File: src/rtl/spq_pkg.sv
package spq_pkg;

	localparam int QUEUE_DEPTH = 128;
	localparam int ID_WIDTH    = 16;
	localparam int PTR_W       = $clog2(QUEUE_DEPTH);
	localparam int CNT_W       = 8;
	localparam int SLOT_W      = 6;
	localparam int BLK_W       = 16;
	localparam int FIELD_ID_W  = 16;

	localparam logic [SLOT_W-1:0] BLOCK_SIZE_RST = SLOT_W'(6);
	localparam logic [BLK_W-1:0]  BLOCK_NUM_RST  = BLK_W'(1);

	typedef enum logic {
		CMD_ENQUEUE = 1'b0,
		CMD_SERVE   = 1'b1
	} command_t;

	typedef enum logic [1:0] {
		ST_OK    = 2'd0,
		ST_FULL  = 2'd1,
		ST_EMPTY = 2'd2
	} status_t;

	typedef enum logic {
		S_IDLE = 1'b0,
		S_WORK = 1'b1
	} state_t;

	typedef struct packed {
		logic capture;
		logic commit;
	} ctrl_cmd_t;

	typedef struct packed {
		logic [1:0]            status;
		logic [FIELD_ID_W-1:0] served_id;
		logic                  served_priority;
		logic [SLOT_W-1:0]     slot_index;
		logic                  last_in_block;
		logic [BLK_W-1:0]      block_number;
		logic [CNT_W-1:0]      priority_count;
		logic [CNT_W-1:0]      general_count;
	} rsp_t;

endpackage

File: src/rtl/spq_if.sv
interface spq_req_if;
	logic        valid;
	logic        ready;
	logic        command;
	logic [15:0] customer_id;
	logic        is_priority;

	modport source (output valid, command, customer_id, is_priority, input ready);
	modport sink   (input valid, command, customer_id, is_priority, output ready);
endinterface

interface spq_rsp_if;
	logic        valid;
	logic        ready;
	logic [1:0]  status;
	logic [15:0] served_id;
	logic        served_priority;
	logic [5:0]  slot_index;
	logic        last_in_block;
	logic [15:0] block_number;
	logic [7:0]  priority_count;
	logic [7:0]  general_count;

	modport source (output valid, status, served_id, served_priority, slot_index,
		last_in_block, block_number, priority_count, general_count, input ready);
	modport sink   (input valid, status, served_id, served_priority, slot_index,
		last_in_block, block_number, priority_count, general_count, output ready);
endinterface

File: src/rtl/spq_ctrl.sv
module spq_ctrl
	import spq_pkg::*;
(
	input  logic       clk,
	input  logic       arst_n,
	input  logic       req_valid,
	output logic       req_ready,
	output logic       rsp_valid,
	input  logic       rsp_ready,
	output ctrl_cmd_t  cmd
);

	state_t state_q, state_d;
	logic   rsp_valid_q, rsp_valid_d;

	always_ff @(posedge clk or negedge arst_n) begin
		if (!arst_n) begin
			state_q     <= S_IDLE;
			rsp_valid_q <= 1'b0;
		end else begin
			state_q     <= state_d;
			rsp_valid_q <= rsp_valid_d;
		end
	end

	always_comb begin
		state_d     = state_q;
		rsp_valid_d = rsp_valid_q && !rsp_ready;
		cmd         = '0;
		req_ready   = 1'b0;
		unique case (state_q)
			S_IDLE: begin
				req_ready = 1'b1;
				if (req_valid) begin
					cmd.capture = 1'b1;
					state_d     = S_WORK;
				end
			end
			S_WORK: begin
				if (!rsp_valid_q || rsp_ready) begin
					cmd.commit  = 1'b1;
					rsp_valid_d = 1'b1;
					state_d     = S_IDLE;
				end
			end
			default: state_d = S_IDLE;
		endcase
	end

	assign rsp_valid = rsp_valid_q;

endmodule

File: src/rtl/spq_dp.sv
module spq_dp
	import spq_pkg::*;
(
	input  logic                  clk,
	input  logic                  arst_n,
	input  ctrl_cmd_t             cmd,
	input  logic                  req_command,
	input  logic [FIELD_ID_W-1:0] req_customer_id,
	input  logic                  req_is_priority,
	input  logic                  cfg_we,
	input  logic [SLOT_W-1:0]     cfg_wdata,
	output rsp_t                  rsp
);

	logic [ID_WIDTH-1:0] p_mem [QUEUE_DEPTH];
	logic [ID_WIDTH-1:0] g_mem [QUEUE_DEPTH];
	logic [ID_WIDTH-1:0] p_rd_q, g_rd_q;

	logic                command_q;
	logic [ID_WIDTH-1:0] id_q;
	logic                prio_q;

	logic [PTR_W-1:0]  p_head_q, p_tail_q, g_head_q, g_tail_q;
	logic [CNT_W-1:0]  p_fill_q, g_fill_q;
	logic [SLOT_W-1:0] slot_q, block_size_q;
	logic [BLK_W-1:0]  block_q;

	logic p_full, g_full, p_empty, g_empty;
	logic p_push, g_push, p_pop, g_pop, serve_ok, end_block;
	rsp_t rsp_d, rsp_q;

	function automatic logic [PTR_W-1:0] ptr_next(input logic [PTR_W-1:0] p);
		return (p == PTR_W'(QUEUE_DEPTH - 1)) ? '0 : p + PTR_W'(1);
	endfunction

	always_ff @(posedge clk) begin
		if (cmd.capture) begin
			command_q <= req_command;
			id_q      <= ID_WIDTH'(req_customer_id);
			prio_q    <= req_is_priority;
		end
	end

	assign p_full  = (p_fill_q == CNT_W'(QUEUE_DEPTH));
	assign g_full  = (g_fill_q == CNT_W'(QUEUE_DEPTH));
	assign p_empty = (p_fill_q == '0);
	assign g_empty = (g_fill_q == '0);

	assign p_push    = cmd.commit && (command_q == CMD_ENQUEUE) && prio_q && !p_full;
	assign g_push    = cmd.commit && (command_q == CMD_ENQUEUE) && !prio_q && !g_full;
	assign serve_ok  = (command_q == CMD_SERVE) && !(p_empty && g_empty);
	assign p_pop     = cmd.commit && serve_ok && !p_empty;
	assign g_pop     = cmd.commit && serve_ok && p_empty;
	assign end_block = ({1'b0, slot_q} + 7'd1) >= {1'b0, block_size_q};

	// queue storage, head entries read every cycle
	always_ff @(posedge clk) begin
		if (p_push)
			p_mem[p_tail_q] <= id_q;
		if (g_push)
			g_mem[g_tail_q] <= id_q;
		p_rd_q <= p_mem[p_head_q];
		g_rd_q <= g_mem[g_head_q];
	end

	always_ff @(posedge clk or negedge arst_n) begin
		if (!arst_n) begin
			p_head_q     <= '0;
			p_tail_q     <= '0;
			p_fill_q     <= '0;
			g_head_q     <= '0;
			g_tail_q     <= '0;
			g_fill_q     <= '0;
			slot_q       <= '0;
			block_q      <= BLOCK_NUM_RST;
			block_size_q <= BLOCK_SIZE_RST;
		end else begin
			if (cfg_we)
				block_size_q <= cfg_wdata;
			if (p_push) begin
				p_tail_q <= ptr_next(p_tail_q);
				p_fill_q <= p_fill_q + CNT_W'(1);
			end
			if (g_push) begin
				g_tail_q <= ptr_next(g_tail_q);
				g_fill_q <= g_fill_q + CNT_W'(1);
			end
			if (p_pop) begin
				p_head_q <= ptr_next(p_head_q);
				p_fill_q <= p_fill_q - CNT_W'(1);
			end
			if (g_pop) begin
				g_head_q <= ptr_next(g_head_q);
				g_fill_q <= g_fill_q - CNT_W'(1);
			end
			if (cmd.commit && serve_ok) begin
				if (end_block) begin
					slot_q  <= '0;
					block_q <= block_q + BLK_W'(1);
				end else begin
					slot_q <= slot_q + SLOT_W'(1);
				end
			end
		end
	end

	always_comb begin
		rsp_d                 = '0;
		rsp_d.block_number    = block_q;
		rsp_d.priority_count  = p_fill_q;
		rsp_d.general_count   = g_fill_q;
		rsp_d.status          = ST_OK;
		if (command_q == CMD_ENQUEUE) begin
			if (prio_q) begin
				if (p_full)
					rsp_d.status = ST_FULL;
				else
					rsp_d.priority_count = p_fill_q + CNT_W'(1);
			end else begin
				if (g_full)
					rsp_d.status = ST_FULL;
				else
					rsp_d.general_count = g_fill_q + CNT_W'(1);
			end
		end else if (!serve_ok) begin
			rsp_d.status = ST_EMPTY;
		end else begin
			rsp_d.slot_index    = slot_q;
			rsp_d.last_in_block = end_block;
			if (!p_empty) begin
				rsp_d.served_id       = FIELD_ID_W'(p_rd_q);
				rsp_d.served_priority = 1'b1;
				rsp_d.priority_count  = p_fill_q - CNT_W'(1);
			end else begin
				rsp_d.served_id     = FIELD_ID_W'(g_rd_q);
				rsp_d.general_count = g_fill_q - CNT_W'(1);
			end
		end
	end

	always_ff @(posedge clk) begin
		if (cmd.commit)
			rsp_q <= rsp_d;
	end

	assign rsp = rsp_q;

endmodule

File: src/rtl/strict_priority_two_class_queue.sv
// result path: an input transfer is captured into registers, then the commit writes the response register
// one item at a time: no new input is taken from its capture until its commit, which waits on a held result
// a waiting result lets one more input transfer in, whose commit waits for the output transfer
// reset: queues empty, slot 0, block number 1, block size 6
// queue memory contents are not cleared by reset
module strict_priority_two_class_queue
	import spq_pkg::*;
(
	input  logic              clk,
	input  logic              arst_n,
	spq_req_if.sink           req,
	spq_rsp_if.source         rsp,
	input  logic              cfg_we,
	input  logic [SLOT_W-1:0] cfg_wdata
);

	ctrl_cmd_t cmd;
	rsp_t      rsp_data;

	spq_ctrl u_ctrl (
		.clk       (clk),
		.arst_n    (arst_n),
		.req_valid (req.valid),
		.req_ready (req.ready),
		.rsp_valid (rsp.valid),
		.rsp_ready (rsp.ready),
		.cmd       (cmd)
	);

	spq_dp u_dp (
		.clk             (clk),
		.arst_n          (arst_n),
		.cmd             (cmd),
		.req_command     (req.command),
		.req_customer_id (req.customer_id),
		.req_is_priority (req.is_priority),
		.cfg_we          (cfg_we),
		.cfg_wdata       (cfg_wdata),
		.rsp             (rsp_data)
	);

	assign rsp.status          = rsp_data.status;
	assign rsp.served_id       = rsp_data.served_id;
	assign rsp.served_priority = rsp_data.served_priority;
	assign rsp.slot_index      = rsp_data.slot_index;
	assign rsp.last_in_block   = rsp_data.last_in_block;
	assign rsp.block_number    = rsp_data.block_number;
	assign rsp.priority_count  = rsp_data.priority_count;
	assign rsp.general_count   = rsp_data.general_count;

endmodule

File: src/flat_wrapper.sv
// flat-port wrapper written by rule: the top's interface ports become plain ports
module strict_priority_two_class_queue_flat import spq_pkg::*;
  (clk, arst_n, cfg_we, cfg_wdata, req_valid, req_command, req_customer_id, req_is_priority, req_ready, rsp_valid, rsp_status, rsp_served_id, rsp_served_priority, rsp_slot_index, rsp_last_in_block, rsp_block_number, rsp_priority_count, rsp_general_count, rsp_ready);
  spq_req_if req_i ();
  spq_rsp_if rsp_i ();
  input  logic clk;
  input  logic arst_n;
  input  logic cfg_we;
  input  logic [SLOT_W-1:0] cfg_wdata;
  input wire logic [$bits(req_i.valid)-1:0] req_valid;
  input wire logic [$bits(req_i.command)-1:0] req_command;
  input wire logic [$bits(req_i.customer_id)-1:0] req_customer_id;
  input wire logic [$bits(req_i.is_priority)-1:0] req_is_priority;
  output wire logic [$bits(req_i.ready)-1:0] req_ready;
  output wire logic [$bits(rsp_i.valid)-1:0] rsp_valid;
  output wire logic [$bits(rsp_i.status)-1:0] rsp_status;
  output wire logic [$bits(rsp_i.served_id)-1:0] rsp_served_id;
  output wire logic [$bits(rsp_i.served_priority)-1:0] rsp_served_priority;
  output wire logic [$bits(rsp_i.slot_index)-1:0] rsp_slot_index;
  output wire logic [$bits(rsp_i.last_in_block)-1:0] rsp_last_in_block;
  output wire logic [$bits(rsp_i.block_number)-1:0] rsp_block_number;
  output wire logic [$bits(rsp_i.priority_count)-1:0] rsp_priority_count;
  output wire logic [$bits(rsp_i.general_count)-1:0] rsp_general_count;
  input wire logic [$bits(rsp_i.ready)-1:0] rsp_ready;
  assign req_i.valid = req_valid;
  assign req_i.command = req_command;
  assign req_i.customer_id = req_customer_id;
  assign req_i.is_priority = req_is_priority;
  assign req_ready = req_i.ready;
  assign rsp_valid = rsp_i.valid;
  assign rsp_status = rsp_i.status;
  assign rsp_served_id = rsp_i.served_id;
  assign rsp_served_priority = rsp_i.served_priority;
  assign rsp_slot_index = rsp_i.slot_index;
  assign rsp_last_in_block = rsp_i.last_in_block;
  assign rsp_block_number = rsp_i.block_number;
  assign rsp_priority_count = rsp_i.priority_count;
  assign rsp_general_count = rsp_i.general_count;
  assign rsp_i.ready = rsp_ready;
  strict_priority_two_class_queue u_core (.clk(clk), .arst_n(arst_n), .req(req_i), .rsp(rsp_i), .cfg_we(cfg_we), .cfg_wdata(cfg_wdata));
endmodule
File: config.mk
export PLATFORM = sky130hd
export DESIGN_NAME = strict_priority_two_class_queue_flat
export DESIGN_NICKNAME = d
export VERILOG_FILES = /design/src/rtl/spq_pkg.sv /design/src/rtl/spq_if.sv /design/src/rtl/spq_ctrl.sv /design/src/rtl/spq_dp.sv /design/src/rtl/strict_priority_two_class_queue.sv /design/src/flat_wrapper.sv
export SDC_FILE = /design/constraint.sdc
export NUM_CORES = 2
export LEC_CHECK = 0
export BUFFER_PORTS_ARGS = -buffer_cell sky130_fd_sc_hd__buf_2
export CORE_ASPECT_RATIO = 1.4
export CORE_MARGIN = 2
export CORE_UTILIZATION = 58
export CTS_CLUSTER_DIAMETER = 30
export CTS_CLUSTER_SIZE = 14
export DETAILED_ROUTE_END_ITERATION = 6
export HOLD_SLACK_MARGIN = 0.15
export PLACE_DENSITY = 0.76
export SYNTH_ARGS = -nofsm -noshare
export SYNTH_HDL_FRONTEND = slang
export SYNTH_HIERARCHICAL = 1
export SYNTH_SLANG_ARGS = --single-unit
export TNS_END_PERCENT = 10
File: constraint.sdc
create_clock -name clk -period 4.76 [get_ports clk]
set_clock_uncertainty 0.15 [all_clocks]
set_input_delay 0.476 -clock clk [delete_from_list [all_inputs] [get_ports clk]]
set_output_delay 0.476 -clock clk [all_outputs]
set_load 0.01 [all_outputs]
Word level (Yosys, flattened, before mapping) --
Memory sizes are Yosys's and may differ from the RTL's. A register that Yosys moved wholly into a read port is not among the register bits. Index checks and enable logic that the tools add are counted.
Cells by class: $add $sub $neg 11, order comparisons 1, equality and inequality tests 6, mux-type cells 37, bitwise gates (word level) 2, reductions and logical operators 25
Operator list (count):
- two-way mux 8 bit | 10
- two-way mux 16 bit | 3
- adder 7 x 1 -> 7 bit (second input constant) | 4
- equality test 7 bit (second input constant) | 4
- two-way mux 7 bit | 4
- adder 16 x 1 -> 16 bit (second input constant) | 1
- adder 8 x 1 -> 8 bit (second input constant) | 2
- equality test 8 bit (second input constant) | 2
- logical NOT 8 bit | 2
- subtractor 8 x 1 -> 8 bit (second input constant) | 2
- two-way mux 1 bit | 15
- logical AND 1 bit | 11
- adder 6 x 1 -> 7 bit (second input constant) | 1
- >= comparator 7 x 6 -> 1 bit | 1
- logical NOT 1 bit | 7
- adder 6 x 1 -> 6 bit (second input constant) | 1
- two-way mux 2 bit | 3
- two-way mux 6 bit | 1
- AND reduction 2 bit | 2
- nonzero test 2 bit | 2
- inverter 1 bit | 2
- case mux 1 bit (2 select lines) | 1
- logical OR 1 bit | 1
Storage, ports and cells: register bits after elaboration 150, bits in writable memories 4096, input port bits 29, output and inout port bits 60, word-level logic and storage cells 106, memories 2
Memory list:
- u_core.u_dp.g_mem | words 128, width 16, read ports 1, clocked after memory_dff 1, write ports 1, line spq_dp.sv:16 | logic [ID_WIDTH-1:0] g_mem [QUEUE_DEPTH];
- u_core.u_dp.p_mem | words 128, width 16, read ports 1, clocked after memory_dff 1, write ports 1, line spq_dp.sv:15 | logic [ID_WIDTH-1:0] p_mem [QUEUE_DEPTH];

Longest topological paths before layout --
depth after elaboration 9, gate-level depth with buffers 12, gate-level depth less buffers 9

By module --
The synthesis kept the hierarchy.
By module, submodules not included:
- spq_dp | times used 1, cells each 8258, area an instance 165836.6 µm², seq. area each 127726.2 µm²
- spq_ctrl | times used 1, cells each 8, area an instance 93.8 µm², seq. area each 50.0 µm²

Worst setup path before layout --
No wires, ideal clock.
kind input-to-reg, start point input rsp_ready, end point memory u_core.u_dp.p_mem[125][0], enable pin, library setup time 389 ps, arrival 3881 ps, data required time 4221 ps, setup slack 341 ps, stages on the path 7, cells stage by stage nand2b_4 and2_1 and2_1 buf_2 nand4b_1 clkbuf_1 nor2_1
RTL lines:
- start: declaration | line flat_wrapper.sv:24 | input wire logic [$bits(rsp_i.ready)-1:0] rsp_ready;
- end: declaration | line spq_dp.sv:15

==> metrics <==
Setup WS pre-CTS 0.299 ns; Post-synth top flop edfxtp_1; CP Class flop to flop; final cell count without fillers 13.3k; DR vias 90.2k; actual slew at the worst max-slew pin between 1.5 and 2 ns; P_leak 61.7 nW; post-layout minimum cycle time 4.57 ns; placed inst area 173,000 µm²; DR WL/cell 34.6 µm; post-route cell area approximately 190,000 µm²; power per cell area 532 nW/µm²; clock buffers created by TritonCTS around 570; Synth top area share 75.5%; layout cell share with drive strength beyond 1 25.6%; # rows 232; Mapped Cells 8,266; number of synthesized flops with an enable pin 4,172; failing checks DRC, slew limit; largest net degree at the start of global routing 197; relative slew slack -1.63%; worst-skew pair later-pin latency 0.94 ns; reg2reg start u_core/u_dp/p_head_q[0]$_DFFE_PN0P_; share of flip-flops with an asynchronous set or reset 1.73%; Clock transition at path regs ~0.060 ns; endpoint class of the critical path flop; Worst Hold Endpoint u_core/u_dp/prio_q$_DFFE_PP_; initial antenna violation count 17; Yosys top cell by area edfxtp_1; RSZ-0062 raised after global routing no; Worst VDD drop 0.400 mV; flops & latches, synth 4,278; Synth cell types 87; Initial Util 58.2%; reg2reg path depth 6; Antenna Nets Post-Route 0; final hold slack 0.201 ns; outcome complete, but fails checks; clock sink total between 4k and 5k; HPWL Detailed 276 mm; max-cap check violation count 0; Starting DRT DRC Count 13.3k; die area 290,000 µm²; hold depth 2; Design Power 103 mW; Fillers around 17k; DR vias/cell 6.80; grt total ovfl 0; Inst Count DP 12.2k; Critical Path RT 5.38 ns; Setup-failing EPs final 0; Mapped Nets between 8k and 9k; CP Launch Type flop; final setup margin 0.191 ns; total setup buffers inserted after CTS 0; Ports 89; area of the multi-input gates 35,600 µm²; maximum clock path buffer count 4; Post-route DRC 12; gr usage total 31.4%; vias in the first global route 90.9k; worst hold start req_is_priority; Max Clk Rate 0.219 GHz; fin crit share 96.0%; final core occ just under 70%; first-pass GRT wire length about 650 mm; Syn-to-layout area delta 16.5%; CTS tree yes; die width 456 µm; Reg2Reg Capture Point u_core/u_dp/p_rd_q[2]$_DFF_P_; warnings from Yosys 6; final count of pins violating max slew 1; Post-Route WL between 400 and 500 mm; Max FO, Critical Path 45; ranking of synthesized cells by area edfxtp_1 76%, mux4_2 9.2%, mux2i_1 4.1%, dfrtp_1 1.1%, a22oi_1 0.89%; setup_tns 0 ns; mapped cell area 166,000 µm²; Worst Hold Class input pin to flop; Final #Nets 9,120; Core Box Area 285,000 µm²; number of I/O port buffers 88; H-Tree Depth 6; CP arrival 5.19 ns; post-CTS sizing 0; 1st-pass router iterations 7; Syn Area/Cell 20.1 µm²; Final Hold Viols 0; chip height around 640 µm; Reg area 128,000 µm²; R2R Setup Slk 0.19 ns; post-cts hold buffer count 58; root buf cell clkbuf_16; sequential-to-total area share from yosys stat 77.0%; Final GP Congestion ~0.95
-- synth_stat cells, drive strengths merged, types with 8 or more instances --
master	instances
a2111oi	20
a211oi	108
a21boi	49
a21oi	213
a221oi	61
a22o	40
a22oi	197
a31oi	25
a41oi	13
and2	19
and3	18
buf	308
clkbuf	157
dfrtp	71
dfxtp	32
edfxtp	4172
ha	16
inv	19
mux2	107
mux2i	677
mux4	680
nand2	245
nand2b	13
nand3	104
nand4	21
nor2	343
nor2b	61
nor3	26
nor4	8
o2111ai	17
o211ai	30
o21ai	152
o221ai	50
o22ai	70
xnor2	30
xor2	25
-- how the worst max path moves through the flow --
stage	from	end	slack (ns)	depth (start not counted)
after floorplan	rsp_ready	u_core/u_dp/p_mem[125][0]$_DFFE_PP_	0.34	7
after global placement	u_core/u_dp/p_head_q[0]$_DFFE_PN0P_	u_core/u_dp/p_rd_q[11]$_DFF_P_	0.1	8
after detailed placement	u_core/u_dp/p_head_q[0]$_DFFE_PN0P_	u_core/u_dp/p_rd_q[2]$_DFF_P_	0.30	6
after CTS	u_core/u_dp/p_head_q[0]$_DFFE_PN0P_	u_core/u_dp/p_rd_q[2]$_DFF_P_	0.31	6
after global routing	u_core/u_dp/p_head_q[0]$_DFFE_PN0P_	u_core/u_dp/p_rd_q[2]$_DFF_P_	0.19	7
final	u_core/u_dp/p_head_q[0]$_DFFE_PN0P_	u_core/u_dp/p_rd_q[2]$_DFF_P_	0.19	6
-- state kept, by name, indices dropped and copies added (netlist names), 8 cells and up --
register and cells:
u_core/u_dp/id_q 16, u_core/u_dp/p_rd_q 16, u_core/u_dp/g_rd_q 16, u_core/u_dp/g_fill_q 8
u_core/u_dp/p_mem 2048, u_core/u_dp/rsp 58, u_core/u_dp/block_q 16, u_core/u_dp/g_mem 2048
u_core/u_dp/p_fill_q 8
-- power by group --
| group | switching (mW) | internal, mW | total [mW] |
|---|---|---|---|
| Clock | 16.6 | 26.0 | 42.6 |
| Combinational | 10.2 | 6.96 | 17.1 |
| Sequential | 0.932 | 42.1 | 43.0 |
| Total | 27.7 | 75.1 | 103 |
-- kinds of logic (layout without fill, tap and decap cells) --
family	after synthesis	after routing	synth area share [%]
compound gates	1076	1076	4.45
xor+xnor	55	55	0.290
fa+ha+maj	16	16	0.121
buf+inv	485	1747	1.58
flops	4278	4278	77.0
mux	1464	1464	14.0
other cells	0	7	0
simple gates	892	892	2.51
-- layout make-up --
type | count | area share [%]
flip-flops and latches | 4278 | 66.1
multi-input cells | 3503 | 18.4
clock buffers | 629 | 7.59
repair buffers | 706 | 3.09
well taps | 3744 | 2.42
clock inverters | 392 | 2.28
inverters | 20 | 0.0388
diodes | 7 | 0.00906
-- routing by layer --
metal | up-vias | GRT usage (%) | share of wire [%]
met5 | - | 0 | 0.019
met1 | 46200 | 36.5 | 32
met2 | 6577 | 52.1 | 50
li1 | 35900 | - | -
met4 | 14 | 23.4 | 9.1
met3 | 1580 | 5.88 | 9.6
-- critical path, stage by stage (launching register included) --
cell and delay, ns:
dfrtp_4 1.04, buf_12 0.42, mux4_2 0.55, mux2i_1 0.47
o2111ai_1 0.34, a221oi_1 1.25, nor2_1 0.14
-- placed cells by master (no fill, tap or decap), drive strengths merged, types with 104 or more instances in the layout --
| master | n |
|---|---|
| nand3 | 104 |
| nor2 | 343 |
| mux4 | 680 |
| nand2 | 245 |
| mux2i | 677 |
| buf | 649 |
| a21oi | 213 |
| a211oi | 108 |
| clkinv | 186 |
| mux2 | 107 |
| o21ai | 152 |
| clkbuf | 629 |
| inv | 121 |
| edfxtp | 4172 |
| a22oi | 197 |
(Power assumes the default switching activity.)
